`config.mk`:
```
export PLATFORM = sky130hd
export DESIGN_NAME = stream_duplicate_remover_unit
export DESIGN_NICKNAME = d
export VERILOG_FILES = /design/src/rtl/sdr_pkg.sv /design/src/rtl/sdr_ram.sv /design/src/rtl/sdr_ctrl.sv /design/src/rtl/sdr_dp.sv /design/src/rtl/stream_duplicate_remover_unit.sv
export SDC_FILE = /design/constraint.sdc
export NUM_CORES = 2
export LEC_CHECK = 0
export BUFFER_PORTS_ARGS = -buffer_cell sky130_fd_sc_hd__buf_4
export CORE_ASPECT_RATIO = 0.8
export CORE_MARGIN = 2
export CORE_UTILIZATION = 55
export CTS_CLUSTER_SIZE = 40
export DETAILED_ROUTE_END_ITERATION = 10
export HOLD_SLACK_MARGIN = 0.05
export PLACE_DENSITY = 0.72
export SLEW_MARGIN = 20
export SYNTH_ARGS = -nofsm -noshare
export SYNTH_HDL_FRONTEND = slang
export SYNTH_SLANG_ARGS = --single-unit
```
`constraint.sdc`:
```
create_clock -name clk -period 5.8 [get_ports clk]
set_input_delay 0.58 -clock clk [delete_from_list [all_inputs] [get_ports clk]]
set_output_delay 0.58 -clock clk [all_outputs]
set_load 0.03 [all_outputs]
```
`src/rtl/sdr_pkg.sv`:
```
`timescale 1ns / 1ps
package sdr_pkg;

  localparam int VALUE_W      = 32;
  localparam int KEPT_W       = 8;
  localparam int CAPACITY_DEF = 128;

  // controller -> datapath
  typedef struct packed {
    logic start;    // load request, clear scan state
    logic scan_en;  // step the table scan
    logic finish;   // commit table update and result
  } sdr_cmd_t;

  // datapath -> controller
  typedef struct packed {
    logic hit;        // compare stage matched this cycle
    logic scan_done;  // no reads left in flight, none left to issue
    logic out_free;   // result register can take a new result
  } sdr_status_t;

  // float equality: signed zeros equal, NaN equals nothing
  function automatic logic fp_equal(input logic [VALUE_W-1:0] a,
                                    input logic [VALUE_W-1:0] b);
    logic a_nan;
    logic b_nan;
    a_nan = (a[VALUE_W-2:0] > 31'h7F80_0000);
    b_nan = (b[VALUE_W-2:0] > 31'h7F80_0000);
    if (a_nan || b_nan) begin
      return 1'b0;
    end else if ((a[VALUE_W-2:0] | b[VALUE_W-2:0]) == '0) begin
      return 1'b1;
    end else begin
      return (a == b);
    end
  endfunction

endpackage

```
`src/rtl/sdr_ram.sv`:
```
`timescale 1ns / 1ps
module sdr_ram #(
  parameter int WIDTH = 32,
  parameter int DEPTH = 128,
  parameter int AW    = (DEPTH > 1) ? $clog2(DEPTH) : 1
) (
  input  logic             clk,
  input  logic             wr_en,
  input  logic [AW-1:0]    wr_addr,
  input  logic [WIDTH-1:0] wr_data,
  input  logic             rd_en,
  input  logic [AW-1:0]    rd_addr,
  output logic [WIDTH-1:0] rd_data
);

  logic [WIDTH-1:0] mem [DEPTH];

  // one write port, one registered read port
  always_ff @(posedge clk) begin
    if (wr_en) begin
      mem[wr_addr] <= wr_data;
    end
    if (rd_en) begin
      rd_data <= mem[rd_addr];
    end
  end

endmodule

```
`src/rtl/sdr_ctrl.sv`:
```
`timescale 1ns / 1ps
module sdr_ctrl (
  input  logic                clk,
  input  logic                rst,
  input  logic                in_valid,
  output logic                in_ready,
  input  sdr_pkg::sdr_status_t status,
  output sdr_pkg::sdr_cmd_t    cmd
);
  import sdr_pkg::*;

  typedef enum logic [1:0] {
    S_IDLE,
    S_SCAN,
    S_FIN
  } state_t;

  state_t state;

  // command decode
  always_comb begin
    in_ready    = (state == S_IDLE);
    cmd.start   = (state == S_IDLE) && in_valid;
    cmd.scan_en = (state == S_SCAN);
    cmd.finish  = (state == S_FIN) && status.out_free;
  end

  // sequencer
  always_ff @(posedge clk) begin
    if (rst) begin
      state <= S_IDLE;
    end else begin
      unique case (state)
        S_IDLE: begin
          if (in_valid) state <= S_SCAN;
        end
        S_SCAN: begin
          if (status.hit || status.scan_done) state <= S_FIN;
        end
        S_FIN: begin
          if (status.out_free) state <= S_IDLE;
        end
        default: state <= S_IDLE;
      endcase
    end
  end

endmodule

```
`src/rtl/sdr_dp.sv`:
```
`timescale 1ns / 1ps
module sdr_dp #(
  parameter int CAPACITY = sdr_pkg::CAPACITY_DEF
) (
  input  logic                            clk,
  input  logic                            rst,
  input  sdr_pkg::sdr_cmd_t               cmd,
  output sdr_pkg::sdr_status_t            status,
  input  logic [sdr_pkg::VALUE_W-1:0]     value_bits,
  input  logic                            end_of_array,
  output logic                            out_valid,
  input  logic                            out_ready,
  output logic [sdr_pkg::VALUE_W-1:0]     out_value,
  output logic                            is_first,
  output logic [sdr_pkg::KEPT_W-1:0]      kept_count,
  output logic                            table_overflow,
  output logic                            out_last
);
  import sdr_pkg::*;

  localparam int CW = $clog2(CAPACITY + 1);
  localparam int AW = (CAPACITY > 1) ? $clog2(CAPACITY) : 1;
  localparam logic [CW-1:0] CAP_C = CW'(CAPACITY);

  logic [VALUE_W-1:0] value;
  logic               last;
  logic               found;
  logic [CW-1:0]      count;
  logic [CW-1:0]      rd_idx;
  logic               cmp_valid;
  logic [VALUE_W-1:0] rd_data;
  logic               issue;
  logic               full;
  logic               store;
  logic [CW-1:0]      count_next;
  logic [31:0]        count_wide;

  // table storage
  sdr_ram #(
    .WIDTH (VALUE_W),
    .DEPTH (CAPACITY),
    .AW    (AW)
  ) u_ram (
    .clk     (clk),
    .wr_en   (store),
    .wr_addr (count[AW-1:0]),
    .wr_data (value),
    .rd_en   (issue),
    .rd_addr (rd_idx[AW-1:0]),
    .rd_data (rd_data)
  );

  // scan control and table update
  always_comb begin
    issue      = cmd.scan_en && (rd_idx != count);
    full       = (count == CAP_C);
    store      = cmd.finish && !found && !full;
    count_next = store ? count + CW'(1) : count;
    count_wide = 32'(count_next);
    status.hit       = cmd.scan_en && cmp_valid && fp_equal(rd_data, value);
    status.scan_done = (rd_idx == count) && !cmp_valid;
    status.out_free  = !out_valid || out_ready;
  end

  // request capture and scan pointer
  always_ff @(posedge clk) begin
    if (cmd.start) begin
      value <= value_bits;
      last  <= end_of_array;
    end
    if (rst) begin
      rd_idx    <= '0;
      cmp_valid <= 1'b0;
      found     <= 1'b0;
    end else if (cmd.start) begin
      rd_idx    <= '0;
      cmp_valid <= 1'b0;
      found     <= 1'b0;
    end else if (cmd.scan_en) begin
      cmp_valid <= issue;
      if (issue) rd_idx <= rd_idx + CW'(1);
      if (status.hit) found <= 1'b1;
    end
  end

  // stored count, cleared after the last element
  always_ff @(posedge clk) begin
    if (rst) begin
      count <= '0;
    end else if (cmd.finish) begin
      count <= last ? '0 : count_next;
    end
  end

  // result register
  always_ff @(posedge clk) begin
    if (rst) begin
      out_valid <= 1'b0;
    end else if (cmd.finish) begin
      out_valid <= 1'b1;
    end else if (out_ready) begin
      out_valid <= 1'b0;
    end
    if (cmd.finish) begin
      out_value      <= value;
      is_first       <= !found;
      kept_count     <= (count_wide > 32'd255) ? 8'hFF : count_wide[KEPT_W-1:0];
      table_overflow <= !found && full;
      out_last       <= last;
    end
  end

endmodule

```
`src/rtl/stream_duplicate_remover_unit.sv`:
```
`timescale 1ns / 1ps
// Operation: a request is captured, then the table scan compares it against the
//   values stored (0..CAPACITY); a match ends the scan early. The table scan
//   reads one entry per cycle from the registered RAM port.
// Throughput: one request at a time; the next request is taken only after the
//   result is committed, which an output stall can delay.
// Reset (rst, synchronous, active high): empty table, no result pending; table
//   contents are not cleared, entries are only read after being written.
module stream_duplicate_remover_unit #(
  parameter int CAPACITY = sdr_pkg::CAPACITY_DEF
) (
  input  logic                        clk,
  input  logic                        rst,
  input  logic                        in_valid,
  output logic                        in_ready,
  input  logic [sdr_pkg::VALUE_W-1:0] value_bits,
  input  logic                        end_of_array,
  output logic                        out_valid,
  input  logic                        out_ready,
  output logic [sdr_pkg::VALUE_W-1:0] out_value,
  output logic                        is_first,
  output logic [sdr_pkg::KEPT_W-1:0]  kept_count,
  output logic                        table_overflow,
  output logic                        out_last
);
  import sdr_pkg::*;

  sdr_cmd_t    cmd;
  sdr_status_t status;

  // sequencer
  sdr_ctrl u_ctrl (
    .clk      (clk),
    .rst      (rst),
    .in_valid (in_valid),
    .in_ready (in_ready),
    .status   (status),
    .cmd      (cmd)
  );

  // table, compare and result
  sdr_dp #(
    .CAPACITY (CAPACITY)
  ) u_dp (
    .clk            (clk),
    .rst            (rst),
    .cmd            (cmd),
    .status         (status),
    .value_bits     (value_bits),
    .end_of_array   (end_of_array),
    .out_valid      (out_valid),
    .out_ready      (out_ready),
    .out_value      (out_value),
    .is_first       (is_first),
    .kept_count     (kept_count),
    .table_overflow (table_overflow),
    .out_last       (out_last)
  );

endmodule
```
==> reports/results.ini <==
[synth]
synth_seq_cells = 4225
syn_area_per_cell_um2 = 21.4
muxShareOfSynthArea = 0.150
synth_warnings = 0
syn_nets = 7688
synth-compound-area-share = 0.0363
synth_edf_count = 4204
synth_area_leaders = edfxtp_1 (78%), mux4_2 (10%), mux2i_1 (4.2%)
async_reset_ff_frac = 0
synth_ff_type = edfxtp_1
synth_cell_types = 68
yosys.area.top_type = edfxtp_1
synth_area_mm2 = 0.163
synth_top_family_by_area = multiplexers
ys_seq_area_frac = 0.778
synth_fa_ha_area_frac = 0.00261
synthCells = 7617
synthXorXnorAreaFrac = 0.00118
synth_top_cell_area_share = 0.775
synth_simple_gate_area_frac = 0.0153

[grt]
antenna_found_initial = 43
grt_pass1_wl_um = 638000
grt_pass1_vias = 81582
gr-usage-all-layers = 0.305
grt_max_degree = 131
grt-ovfl-total = 0

[timing]
timing.setup.tns_ns = 0
worst_slew_pin_slew_ns = 1.33
max_freq_mhz = 210
hold_viol_final = 0
fin_crit_sh = 0.820
skew_ns = 0.0948
drv_slew = 0
setup_violations = 0
rsz0062_at_grt = no
max_slew_margin = 0.109
min_period_ns = 4.75

[cells_and_area]
area_growth_pct = 12.8
layout.cells.non_filler = 12353
final_cell_mix = edfxtp_1 (4204), mux4_2 (738), mux2i_1 (681)
drive_above_1_share = 0.240
layout.area.seq_mm2 = 0.127
final_util = 0.624
layout_commonest_cell = edfxtp_1
fillers = 19425
final_nets = 8134
multi_input_area_mm2 = 0.0346

[critical_path]
crit_arrival_ns = 5.57
cp-end-kind = register
cp_max_fo = 34
critPathLaunchType = register
worstSetupPathType = register to register
crit_required_ns = 6.61

[power]
power_density_mw_per_mm2 = 334
total_power_uw = 61300
vdd_drop_max_mv = 0.319
p_leak_uw = 0.0563

[clock_network]
clk_latency_ns = 0.96
path_clk_slew_ns = 0.07
numCtsBuffers = 396
htreeDepth = 5
clk_path_buf_depth = 4
cts_setup_buffers = 0
cts-resized-gates = 0
cts_tree = yes
root_buffer = clkbuf_16
cts.sinks = 4225

[routing]
drc = 0
drt-initial-drc-count = 15535
vias_per_cell = 6.86
wl_per_cell_um = 37.4
drt_pre_antenna_iters = 8
num_vias = 84704
wl_um = 462000
ant_nets = 0

[die]
die_x_um = 612
initial_core_util = 0.554
io_pins = 82
core_region_area_mm2 = 0.294
core.rowCount = 178
die_y_um = 491
die_area_mm2 = 0.300

[run_status]
status = completed

[placement]
dp.cells = 11581
portBuffers = 81
gp_congestion = 0.995
hpwl_um = 275000

[hold_path]
worstHoldPathType = primary input to register

[run]
cap_violations = 0

-- metrics by stage --
| step | area (um2) | setup slack, ns | hold WS (ns) |
|---|---|---|---|
| after floorplan | 163000 | 1.32 | 0.493 |
| after global placement | 170000 | 1.23 | 0.515 |
| after detailed placement | 170000 | 1.30 | 0.544 |
| after CTS | 183000 | 1.26 | 0.309 |
| after global routing | 184000 | 0.882 | 0.361 |
| final | 184000 | 1.05 | 0.359 |
-- flip-flops by register name, summed over array words and instances, names as in the netlist, 2 cells and up --
register            cells
u_ctrl.state            2
u_dp.count              8
u_dp.kept_count         8
u_dp.out_value         32
u_dp.rd_idx             8
u_dp.u_ram.mem       4096
u_dp.u_ram.rd_data     32
u_dp.value             32
-- cell families (layout without fill, tap and decap cells) --
| kind of cell | count (synthesis) | after routing |
|---|---|---|
| muxes | 1500 | 1500 |
| xor gates and xnor gates | 22 | 22 |
| AOI/OAI and AO/OA | 816 | 816 |
| and+or+nand+nor | 522 | 522 |
| other | 0 | 20 |
| adders and majority gates | 34 | 34 |
| buffers and inverters | 498 | 1254 |
| DFF | 4225 | 4225 |
-- area by class of cell --
type | count | area share
Clock buffer | 465 | 0.0560
Antenna cell | 20 | 0.000273
Multi-Input combinational cell | 2894 | 0.188
Sequential cell | 4225 | 0.690
Inverter | 74 | 0.00157
Timing Repair Buffer | 472 | 0.0238
Clock inverter | 243 | 0.0134
Tap cell | 3960 | 0.0270
-- metal layers --
metal | vias up | track usage | share of wire
li1 | 32935 | - | -
met1 | 44511 | 0.447 | 0.38
met2 | 6357 | 0.430 | 0.43
met3 | 885 | 0.0957 | 0.14
met4 | 16 | 0.122 | 0.046
met5 | - | 0.000479 | 0.00021
-- synth_stat cells, types with 18 or more instances --
| master | n |
|---|---|
| inv_1 | 71 |
| o22ai_1 | 109 |
| a211oi_1 | 18 |
| a21oi_1 | 53 |
| nand2_1 | 96 |
| a31oi_1 | 49 |
| a22o_1 | 105 |
| mux4_2 | 738 |
| dfxtp_1 | 21 |
| nor4_1 | 33 |
| a211o_1 | 42 |
| nor2_1 | 201 |
| o2111ai_1 | 20 |
| and3_1 | 38 |
| a22oi_1 | 165 |
| o211ai_1 | 25 |
| o21ai_0 | 103 |
| edfxtp_1 | 4204 |
| nand3_1 | 25 |
| clkbuf_1 | 142 |
| nor3_1 | 44 |
| nand4_1 | 20 |
| buf_6 | 54 |
| o221ai_1 | 87 |
| mux2_2 | 81 |
| mux2i_1 | 681 |
| nor2b_1 | 23 |
| buf_4 | 90 |
| ha_1 | 34 |
| buf_2 | 124 |
-- power by group --
| part | internal (uW) | switching, uW |
|---|---|---|
| logic | 171 | 1260 |
| registers | 34000 | 46.9 |
| clock network | 14700 | 11200 |
-- final timing paths --
kind	slack, ns	from	to	cells after the start
worst min-delay path	0.36	value_bits[18]	u_dp.value[18]	2
worst max register to register	1.05	u_dp.rd_idx[0]	u_dp.u_ram.rd_data[4]	7
worst min register to register	0.57	u_ctrl.state[1]	u_dp.out_valid	2
worst max-delay path	1.05	u_dp.rd_idx[0]	u_dp.u_ram.rd_data[4]	7
-- repair_timing --
item,CTS,global route
setup endpoints to repair,0,0
endpoints found under the hold margin,44,0
hold buffers,36,0
-- worst max-delay path, stage by stage (launching register included) --
cell and delay (ns):
dfxtp_4 0.99, buf_4 0.50, or2_2 0.57, o21ai_0 0.18, o221ai_1 0.89, o211ai_1 0.72
o2111ai_1 0.48, and3_1 0.22
Note: power is estimated with default switching activity, not from simulation.
